[src/sv/key_debounce_press_classifier_macros.svh]
// ----------------------------------------------------------------------------
// Key debounce press classifier assertion macros
// Shared concurrent assertion forms, clocked on aclk, muted in reset.
// ----------------------------------------------------------------------------
`ifndef KEY_DEBOUNCE_PRESS_CLASSIFIER_MACROS_SVH
`define KEY_DEBOUNCE_PRESS_CLASSIFIER_MACROS_SVH

// same-cycle implication
`define KDPC_ASSERT_IMPL(name, ante, cons, msg) \
    name: assert property (@(posedge aclk) disable iff (!aresetn) (ante) |-> (cons)) \
        else $error(msg);

// next-cycle implication
`define KDPC_ASSERT_NEXT(name, ante, cons, msg) \
    name: assert property (@(posedge aclk) disable iff (!aresetn) (ante) |=> (cons)) \
        else $error(msg);

`endif

[src/sv/kdpc_pkg.sv]
// ----------------------------------------------------------------------------
// kdpc_pkg
// Types and constants of the key debounce press classifier.
// ----------------------------------------------------------------------------
`default_nettype none

package kdpc_pkg;

    localparam int unsigned TIME_W  = 32;
    localparam int unsigned LIMIT_W = 16;
    localparam int unsigned INDEX_W = 2;
    localparam int unsigned EVENT_W = 3;

    localparam logic [LIMIT_W-1:0] DEBOUNCE_RST    = 16'd20;
    localparam logic [LIMIT_W-1:0] SHORT_LIMIT_RST = 16'd500;
    localparam logic [LIMIT_W-1:0] LONG_LIMIT_RST  = 16'd1000;

    typedef enum logic [INDEX_W-1:0] {
        REG_DEBOUNCE    = 2'd0,
        REG_SHORT_LIMIT = 2'd1,
        REG_LONG_LIMIT  = 2'd2
    } reg_index_t;

    typedef enum logic [EVENT_W-1:0] {
        EV_NONE         = 3'd0,
        EV_PRESS        = 3'd1,
        EV_SHORT        = 3'd2,
        EV_LONG         = 3'd3,
        EV_LONG_RELEASE = 3'd4
    } event_t;

    typedef struct packed {
        logic [LIMIT_W-1:0] debounce_ms;
        logic [LIMIT_W-1:0] short_limit_ms;
        logic [LIMIT_W-1:0] long_limit_ms;
    } cfg_t;

endpackage

`default_nettype wire

[src/sv/key_debounce_press_classifier.sv]
// An accepted poll beat passes the input register, then the output register, to its event beat on the m_ side.
// Throughput: one poll per cycle while the m_ side does not stall; one event beat for every poll beat.
// The input register may refill in the cycle its beat moves to the output register.
// Reset: synchronous, active low; key reads released, timestamps 0, limits 20/500/1000.
// ----------------------------------------------------------------------------
// key_debounce_press_classifier
// Key debouncer with press, short press, long press and long release events.
// ----------------------------------------------------------------------------
`default_nettype none
`include "key_debounce_press_classifier_macros.svh"

module key_debounce_press_classifier (
    input  wire logic                        aclk,
    input  wire logic                        aresetn,
    input  wire logic                        cfg_valid,
    output logic                             cfg_ready,
    input  wire logic [kdpc_pkg::INDEX_W-1:0] cfg_index,
    input  wire logic [kdpc_pkg::LIMIT_W-1:0] cfg_data,
    input  wire logic                        s_valid,
    output logic                             s_ready,
    input  wire logic                        s_key_down,
    input  wire logic [kdpc_pkg::TIME_W-1:0]  s_now_ms,
    output logic                             m_valid,
    input  wire logic                        m_ready,
    output logic [kdpc_pkg::EVENT_W-1:0]      m_event_res
);
    import kdpc_pkg::*;

    cfg_t              cfg;
    event_t            core_event;

    logic              in_valid_reg;
    logic              in_key_reg;
    logic [TIME_W-1:0] in_now_reg;
    logic              out_valid_reg;
    event_t            out_event_reg;
    logic              advance;

    assign cfg_ready = 1'b1;
    assign advance   = in_valid_reg && (!out_valid_reg || m_ready);
    assign s_ready   = !in_valid_reg || advance;

    kdpc_cfg_regs u_cfg (
        .aclk     (aclk),
        .aresetn  (aresetn),
        .wr_en    (cfg_valid),
        .wr_index (cfg_index),
        .wr_data  (cfg_data),
        .cfg      (cfg)
    );

    kdpc_core u_core (
        .aclk      (aclk),
        .aresetn   (aresetn),
        .cfg       (cfg),
        .fire      (advance),
        .key_down  (in_key_reg),
        .now_ms    (in_now_reg),
        .event_res (core_event)
    );

    always_ff @(posedge aclk) begin
        if (!aresetn) begin
            in_valid_reg <= 1'b0;
        end else if (s_valid && s_ready) begin
            in_valid_reg <= 1'b1;
        end else if (advance) begin
            in_valid_reg <= 1'b0;
        end
    end

    always_ff @(posedge aclk) begin
        if (s_valid && s_ready) begin
            in_key_reg <= s_key_down;
            in_now_reg <= s_now_ms;
        end
    end

    always_ff @(posedge aclk) begin
        if (!aresetn) begin
            out_valid_reg <= 1'b0;
        end else if (advance) begin
            out_valid_reg <= 1'b1;
        end else if (m_ready) begin
            out_valid_reg <= 1'b0;
        end
    end

    always_ff @(posedge aclk) begin
        if (advance) begin
            out_event_reg <= core_event;
        end
    end

    assign m_valid     = out_valid_reg;
    assign m_event_res = out_event_reg;

    `KDPC_ASSERT_IMPL(a_stall_cause, !s_ready, out_valid_reg && !m_ready, "stall without cause")
    `KDPC_ASSERT_NEXT(a_advance_fills, advance, out_valid_reg, "output not loaded on advance")
    `KDPC_ASSERT_NEXT(a_out_hold, m_valid && !m_ready, m_valid && $stable(m_event_res), "beat dropped")

endmodule

`default_nettype wire

[src/sv/kdpc_cfg_regs.sv]
// ----------------------------------------------------------------------------
// kdpc_cfg_regs
// Configuration register file: debounce time and short and long limits.
// ----------------------------------------------------------------------------
`default_nettype none

module kdpc_cfg_regs (
    input  wire logic                        aclk,
    input  wire logic                        aresetn,
    input  wire logic                        wr_en,
    input  wire logic [kdpc_pkg::INDEX_W-1:0] wr_index,
    input  wire logic [kdpc_pkg::LIMIT_W-1:0] wr_data,
    output kdpc_pkg::cfg_t                   cfg
);
    import kdpc_pkg::*;

    cfg_t cfg_reg;
    cfg_t cfg_next;

    always_comb begin
        cfg_next = cfg_reg;
        if (wr_en) begin
            case (wr_index)
                REG_DEBOUNCE:    cfg_next.debounce_ms    = wr_data;
                REG_SHORT_LIMIT: cfg_next.short_limit_ms = wr_data;
                REG_LONG_LIMIT:  cfg_next.long_limit_ms  = wr_data;
                default:         cfg_next = cfg_reg;
            endcase
        end
    end

    always_ff @(posedge aclk) begin
        if (!aresetn) begin
            cfg_reg.debounce_ms    <= DEBOUNCE_RST;
            cfg_reg.short_limit_ms <= SHORT_LIMIT_RST;
            cfg_reg.long_limit_ms  <= LONG_LIMIT_RST;
        end else begin
            cfg_reg <= cfg_next;
        end
    end

    assign cfg = cfg_reg;

endmodule

`default_nettype wire

[src/sv/kdpc_core.sv]
// ----------------------------------------------------------------------------
// kdpc_core
// Debounce state and press classification, one poll per cycle while fire is high.
// ----------------------------------------------------------------------------
`default_nettype none
`include "key_debounce_press_classifier_macros.svh"

module kdpc_core (
    input  wire logic                       aclk,
    input  wire logic                       aresetn,
    input  wire kdpc_pkg::cfg_t             cfg,
    input  wire logic                       fire,
    input  wire logic                       key_down,
    input  wire logic [kdpc_pkg::TIME_W-1:0] now_ms,
    output kdpc_pkg::event_t                event_res
);
    import kdpc_pkg::*;

    logic              raw_reg;
    logic              raw_next;
    logic              stable_reg;
    logic              stable_next;
    logic              long_reg;
    logic              long_next;
    logic [TIME_W-1:0] press_time_reg;
    logic [TIME_W-1:0] press_time_next;
    logic [TIME_W-1:0] change_time_reg;
    logic [TIME_W-1:0] change_time_next;

    logic [TIME_W-1:0] since_change;
    logic [TIME_W-1:0] held;
    logic              raw_changed;
    logic              settled;
    logic              held_long;
    logic              held_short;
    event_t            ev;

    assign since_change = now_ms - change_time_reg;
    assign held         = now_ms - press_time_reg;
    assign raw_changed  = key_down != raw_reg;
    assign settled      = since_change >= {{(TIME_W-LIMIT_W){1'b0}}, cfg.debounce_ms};
    assign held_long    = held >= {{(TIME_W-LIMIT_W){1'b0}}, cfg.long_limit_ms};
    assign held_short   = held <= {{(TIME_W-LIMIT_W){1'b0}}, cfg.short_limit_ms};

    always_comb begin
        raw_next         = raw_reg;
        stable_next      = stable_reg;
        long_next        = long_reg;
        press_time_next  = press_time_reg;
        change_time_next = change_time_reg;
        ev               = EV_NONE;
        if (raw_changed) begin
            raw_next         = key_down;
            change_time_next = now_ms;
        end else if (key_down != stable_reg) begin
            if (settled) begin
                stable_next = key_down;
                long_next   = 1'b0;
                if (key_down) begin
                    press_time_next = now_ms;
                    ev              = EV_PRESS;
                end else if (long_reg || held_long) begin
                    ev = EV_LONG_RELEASE;
                end else if (held_short) begin
                    ev = EV_SHORT;
                end
            end
        end else if (stable_reg && !long_reg && held_long) begin
            long_next = 1'b1;
            ev        = EV_LONG;
        end
    end

    always_ff @(posedge aclk) begin
        if (!aresetn) begin
            raw_reg         <= 1'b0;
            stable_reg      <= 1'b0;
            long_reg        <= 1'b0;
            press_time_reg  <= '0;
            change_time_reg <= '0;
        end else if (fire) begin
            raw_reg         <= raw_next;
            stable_reg      <= stable_next;
            long_reg        <= long_next;
            press_time_reg  <= press_time_next;
            change_time_reg <= change_time_next;
        end
    end

    assign event_res = ev;

    `KDPC_ASSERT_IMPL(a_change_silent, fire && raw_changed, ev == EV_NONE, "event on raw change")
    `KDPC_ASSERT_NEXT(a_long_sets_flag, fire && ev == EV_LONG, long_reg, "long flag not set")
    `KDPC_ASSERT_IMPL(a_flag_while_held, long_reg, stable_reg, "long flag while released")

endmodule

`default_nettype wire

[config.mk]
export PLATFORM = sky130hd
export DESIGN_NAME = key_debounce_press_classifier
export DESIGN_NICKNAME = d
export VERILOG_FILES = /design/src/sv/kdpc_pkg.sv /design/src/sv/key_debounce_press_classifier.sv /design/src/sv/kdpc_cfg_regs.sv /design/src/sv/kdpc_core.sv
export VERILOG_INCLUDE_DIRS = /design/src /design/src/sv
export SDC_FILE = /design/constraint.sdc
export NUM_CORES = 1
export LEC_CHECK = 0
export BUFFER_PORTS_ARGS = -buffer_cell sky130_fd_sc_hd__buf_2
export CAP_MARGIN = 40
export CORE_MARGIN = 8
export CORE_UTILIZATION = 67
export CTS_CLUSTER_SIZE = 28
export DETAILED_ROUTE_END_ITERATION = 8
export GPL_ROUTABILITY_DRIVEN = 0
export PLACE_DENSITY = 0.86
export SYNTH_ARGS = -nofsm -noshare
export SYNTH_HDL_FRONTEND = slang
export SYNTH_HIERARCHICAL = 1
export SYNTH_SLANG_ARGS = --single-unit
[constraint.sdc]
create_clock -name aclk -period 9.14 [get_ports aclk]
set_clock_uncertainty 0.05 [all_clocks]
set_input_delay 1.828 -clock aclk [delete_from_list [all_inputs] [get_ports aclk]]
set_output_delay 1.828 -clock aclk [all_outputs]
set_load 0.005 [all_outputs]
## Yosys cells after proc, flatten, opt, wreduce, memory -nomap -nowiden

Index checks and enable logic that the tools add are counted.

- Register bits after elaboration: 153
- Output and inout port bits: 6

- Add/subtract/negate cells: 2
- Order comparisons: 3
- Equality and inequality tests: 5
- Muxes and demuxes: 13
- Bitwise gates (word level): 1
- Reductions and logical operators: 21

Operators with widths:

| operator | number |
|---|---|
| $ge A32 B16 Y1 | 2 |
| $sub A32 B32 Y32 | 2 |
| $le A32 B16 Y1 | 1 |
| $mux W3 | 4 |
| $reduce_and A2 Y1 | 4 |
| $reduce_and A4 Y1 | 2 |
| $mux W1 | 7 |
| $reduce_bool A2 Y1 | 3 |
| $reduce_and A5 Y1 | 1 |
| $logic_and A1 B1 Y1 | 4 |
| $mux W2 | 2 |
| $logic_not A1 Y1 | 3 |
| $logic_or A1 B1 Y1 | 3 |
| $eq A2 B1 Y1 const B | 1 |
| $eq A2 B2 Y1 const B | 1 |
| $logic_not A2 Y1 | 1 |
| $ne A1 B1 Y1 | 2 |
| $ne A2 B1 Y1 const B | 1 |
| $not A1 Y1 | 1 |

## Longest topological paths before layout

- Depth in word-level cells: 7
- Depth in mapped cells: 22
- Gate-level depth less buffers: 22

## Modules after synthesis

Netlist, hierarchy kept.

By module, submodules not included:

| module | times used | cells an instance | area each (µm²) |
|---|---|---|---|
| kdpc_core | 1 | 1,086 | 7,783.7 |
| kdpc_cfg_regs | 1 | 186 | 1,885.6 |
| key_debounce_press_classifier | 1 | 47 | 1,196.1 |

## Worst setup path after synthesis

OpenSTA, ideal clock, no wires.

- Path kind: flip-flop to flip-flop
- From: register in_now_reg[2]
- To: register out_event_reg[1], in the netlist m_event_res[1], data pin
- Data arrival time: 4,092 ps
- Required time: 8,836 ps
- Slack: 4,743 ps
- Stages on the path, launching flop included: 22
- Path buffers: 0
- Clock period less this slack: 4,397 ps
- Path through: edfxtp_1 > ha_1 > o21ai_0 > a21oi_1 > o21ai_0 > nand2_1 > a21oi_1 > o21bai_1 > a21o_1 > a21oi_1 > xnor2_1 > ha_1 > nand4_1 > nor2_1 > a211oi_1 > nor2_1 > nor3_1 > o2111a_1 > o221ai_1 > or4_2 > o31ai_2 > a21bo_1

- Cells in the longest elaborated chain, start to end: 7
- Elaborated cells on any way between the ends: 13
- Classes of those cells: add/sub (2); order compare (3); mux (6); reduce/logical (2)

RTL lines:

| what | RTL line | text |
|---|---|---|
| from (decl) | key_debounce_press_classifier.sv:34 | `logic [TIME_W-1:0] in_now_reg;` |
| from (signal assigned) | key_debounce_press_classifier.sv:75 | `in_now_reg <= s_now_ms;` |
| $sub A32 B32 Y32 | kdpc_core.sv:39 | `assign held = now_ms - press_time_reg;` |
| $le A32 B16 Y1 / $ge A32 B16 Y1 (equally long branches) | kdpc_core.sv:43, kdpc_core.sv:42 |  |
| $mux W2 / $logic_or A1 B1 Y1 (equally long branches) | kdpc_core.sv:64, kdpc_core.sv:62 |  |
| $mux W3 | kdpc_core.sv:62 | `end else if (long_reg \|\| held_long) begin` |
| $mux W3 | kdpc_core.sv:59 | `if (key_down) begin` |
| $mux W3 | kdpc_core.sv:56 | `if (settled) begin` |
| $mux W3 (*) | kdpc_core.sv:55 | `end else if (key_down != stable_reg) begin` |
| to (signal assigned) | key_debounce_press_classifier.sv:91 | `out_event_reg <= core_event;` |
| to (decl) | key_debounce_press_classifier.sv:36 | `event_t out_event_reg;` |

Every way passes the cells marked *; elsewhere a longest branch is shown, timed or not.
A chain may end at the register's enable or synchronous reset.

## Worst setup path after layout

- From: register in_now_reg[3]
- To: register out_event_reg[2], in the netlist m_event_res[2], data pin

- Cells in the longest elaborated chain, start to end: 7
- Elaborated cells on any way between the ends: 9
- Classes of those cells: add/sub (2); order compare (2); mux (4); reduce/logical (1)

RTL lines:

| what | RTL line | text |
|---|---|---|
| $sub A32 B32 Y32 | kdpc_core.sv:39 |  |
| $ge A32 B16 Y1 | kdpc_core.sv:42 | `assign held_long = held >= {{(TIME_W-LIMIT_W){1'b0}}, cfg.long_limit_ms};` |
| $logic_or A1 B1 Y1 | kdpc_core.sv:62 |  |
| $mux W3 | kdpc_core.sv:62 |  |
| $mux W3 | kdpc_core.sv:59 |  |
| $mux W3 (*) | kdpc_core.sv:56 |  |
| $mux W3 (*) | kdpc_core.sv:55 |  |

Marked as above.

==> impl_metrics.py <==
metrics = {
    "worst_hold_path": {
        "min_path_type": "flip-flop to flip-flop",
        "whs_endpoint": "u_core/press_time_reg[27]",
        "min-delay-start": "u_core/press_time_reg[27]",
        "whs_path_depth": 2,
    },
    "placement": {
        "dp_hpwl_um": 20800,
        "io_buffers": 60,
    },
    "cts": {
        "cts-resized-gates": 0,
        "cts_tree": "yes",
        "cts_setup_buffers": 0,
        "cts.clk_slew.worst_paths_ns": 0.07,
        "cts.sinks": 153,
        "cts_buffers": 17,
        "root_buffer": "clkbuf_16",
        "clk_path_buf_depth": 2,
        "cts_hold_buffers": 0,
        "h-tree-depth": 4,
        "clk-insertion-delay-late_ns": 0.43,
    },
    "final_layout": {
        "multi_input_area_um2": 6691,
        "drive_gt1_share_pct": 9.751,
        "largest_reg_flops": 48,
        "nets": 1519,
        "fin_util_pct": 74.32,
        "antenna_cells": 0,
        "regArea_um2": 3423,
        "fill_cells": 1189,
        "syn2layout_area_growth_pct": 8.659,
    },
    "synth": {
        "syn_inst": 1319,
        "synth_seq_cells": 153,
        "synth-compound-area-share_pct": 17.81,
        "muxShareOfSynthArea_pct": 7.566,
        "ys_types": 86,
        "synth_top_family_by_area": "simple AND/OR/NAND/NOR gates",
        "synth_xor_area_share_pct": 3.708,
        "syn_nets": 1487,
        "synthArstFlopShare_pct": 0,
        "yosys.area_share.adder_pct": 13.04,
        "yosysWarnings": 6,
        "synth.avg_cell_area_um2": 8.238,
        "synth_top_cell_by_area": "dfxtp_1",
        "synth_enable_flop_cells": 36,
        "synth_seq_area_share_pct": 31.51,
        "netlist_area_um2": 10870,
        "yosys-top-cells-area": "dfxtp_1, ha_1, edfxtp_1",
        "yosysTopAreaCellShare_pct": 21.56,
        "synth_flop_cell": "dfxtp_1",
        "yosys.area_share.simple_pct": 19.32,
    },
    "drt": {
        "wl_per_cell_um": 17.87,
        "drc": 0,
        "wirelength_um": 28230,
        "vias_per_cell": 6.240,
        "vias": 9859,
        "dr.pass1.iters": 5,
        "drt_iter0_markers": 969,
        "ant_nets": 0,
    },
    "outcome": {
        "outcome": "completed",
    },
    "setup_path": {
        "critPathKind": "flip-flop to flip-flop",
        "arrival_ns": 5.19,
        "ff2ff_setup_slack_ns": 4.06,
        "cp_max_fo": 5,
        "critPathLaunchType": "flip-flop",
        "r2r-start": "in_now_reg[3]",
        "endpoint_kind": "flip-flop",
        "worst_ep_required_time_ns": 9.25,
        "r2r-end": "m_event_res[2]",
        "r2r_cells": 18,
    },
    "global_routing": {
        "grt_start_max_net_pins": 102,
        "use_met1_pct": 33.79,
        "gr-usage-met2_pct": 45.86,
        "gr-total-overflow": 0,
        "busiest_layer": "met2",
        "grt_usage_pct": 27.67,
        "grt_pass1_vias": 9499,
        "grt_antenna_before_repair": 0,
        "grtUsageMet3_pct": 5.707,
        "grt_pass1_wl_um": 45350,
    },
    "sta": {
        "grt_setup_unrepaired": "no",
        "worst_pin_slew_ns": 0.8900,
        "period_share_pct": 55.55,
        "slew-limit-headroom_pct": 40.67,
        "setup_viol": 0,
        "hold_viol": 0,
        "max_clock_freq_ghz": 0.1970,
        "drv_slew": 0,
        "period_minus_slack_ns": 5.077,
        "tns_ns": 0,
    },
    "die": {
        "boundaryPins": 62,
        "row_count": 46,
        "initial_utilization_pct": 68.40,
        "dieHeight_um": 143.3,
        "die-area_um2": 20550,
        "core_um2": 15890,
        "die_x_um": 143.3,
    },
    "power_and_ir_drop": {
        "ir_drop_uv": 138.8,
        "p_per_area_nw_per_um2": 156.1,
        "power.leakage_nw": 4.703,
    },
    "run": {
        "max_cap_viol_count": 0,
    },
}
-- power breakdown --
group,switching (mW),internal [mW],total [mW]
clock network,0.325,0.381,0.706
registers,0.0237,0.717,0.741
logic,0.240,0.157,0.397
total,0.588,1.26,1.84
-- cell type report --
cell class	instances	share of cell area, %
multi-input combinational	984	56.68
clock buffer	18	3.815
tap	216	2.289
sequential	153	29.00
inverter	128	4.070
clock inverter	14	1.145
timing repair buffer	67	3.010
-- layout by cell type (no fill, tap or decap), types with 5 or more instances in the layout --
cell	synthesis	routed
edfxtp_1	36	36
o21bai_1	5	5
nor2b_1	25	25
a21boi_0	36	36
nor4_1	9	9
a21oi_1	85	84
nand2b_1	11	11
or3_1	6	6
clkbuf_16	0	18
nand2_1	250	250
xor2_1	17	17
o211ai_1	18	18
mux2i_1	81	81
a21o_1	15	15
xnor2_1	29	29
o21a_1	13	13
nor3b_1	5	5
buf_4	7	8
inv_6	0	9
buf_2	3	59
dfxtp_1	117	117
nor2_1	53	53
ha_1	110	110
a31oi_1	12	12
nor3_1	14	14
inv_1	128	128
nand4_1	21	21
a211oi_1	15	15
inv_8	0	5
nand3_1	19	19
o21ai_0	51	51
-- cell usage after synthesis, types with 5 or more instances --
master / count
nand2_1: 250
inv_1: 128
dfxtp_1: 117
ha_1: 110
a21oi_1: 85
mux2i_1: 81
nor2_1: 53
o21ai_0: 51
clkbuf_1: 38
a21boi_0: 36
edfxtp_1: 36
xnor2_1: 29
nor2b_1: 25
nand4_1: 21
nand3_1: 19
o211ai_1: 18
xor2_1: 17
a211oi_1: 15
a21o_1: 15
nor3_1: 14
o21a_1: 13
a31oi_1: 12
nand2b_1: 11
nor4_1: 9
buf_4: 7
or3_1: 6
nor3b_1: 5
o21bai_1: 5
-- stage by stage --
stage                     power (mW)  setup slack (ns)  instance area, um2  hold slack, ns  std cells
after floorplan                1.034             4.743               10870          0.3847       1319
after global placement         1.117             4.381               11220          0.3923       1548
after detailed placement       1.132             4.231               11220          0.4000       1548
after CTS                      1.838             4.140               11810          0.4105       1580
after global routing           1.915             3.632               11810          0.4273       1580
final                          1.843             4.063               11810          0.4090       1580
-- worst max-delay path by stage --
stage | from | to | slack (ns) | depth (start not counted)
after floorplan | in_now_reg[2] | m_event_res[1] | 4.74 | 21
after global placement | in_now_reg[2] | m_event_res[1] | 4.38 | 21
after detailed placement | in_now_reg[2] | m_event_res[2] | 4.23 | 21
after CTS | in_now_reg[2] | m_event_res[2] | 4.14 | 21
after global routing | in_now_reg[3] | m_event_res[2] | 3.63 | 18
final | in_now_reg[3] | m_event_res[2] | 4.06 | 18
-- kinds of logic after synthesis --
family	Yosys count
adders and majority gates	112
muxes	82
AOI/OAI and AO/OA	296
xor gates and xnor gates	46
buffers and inverters	182
and+or+nand+nor	447
DFF	153
other	1
-- critical path, cell delays in order (launching register included) --
cell and delay (ns):
edfxtp_1 0.45, ha_1 0.38, o21ai_0 0.11, a21oi_1 0.20, o21ai_0 0.19, a21oi_1 0.44, nor2_1 0.14, o21ai_0 0.28
a31oi_1 0.16, xnor2_1 0.26, ha_1 0.31, a21oi_1 0.15, o21ai_0 0.09, nor3_1 0.19, o2111a_1 0.20, o221ai_1 0.10
or4_2 0.59, nor4_1 0.41, nor3b_1 0.10
-- metal layers --
metal,up-vias,share of wire (%)
met2,483,47
li1,4659,-
met1,4609,41
met3,108,8.0
met4,0,3.8
met5,-,0
No activity file was read; power rests on OpenSTA's default activity.
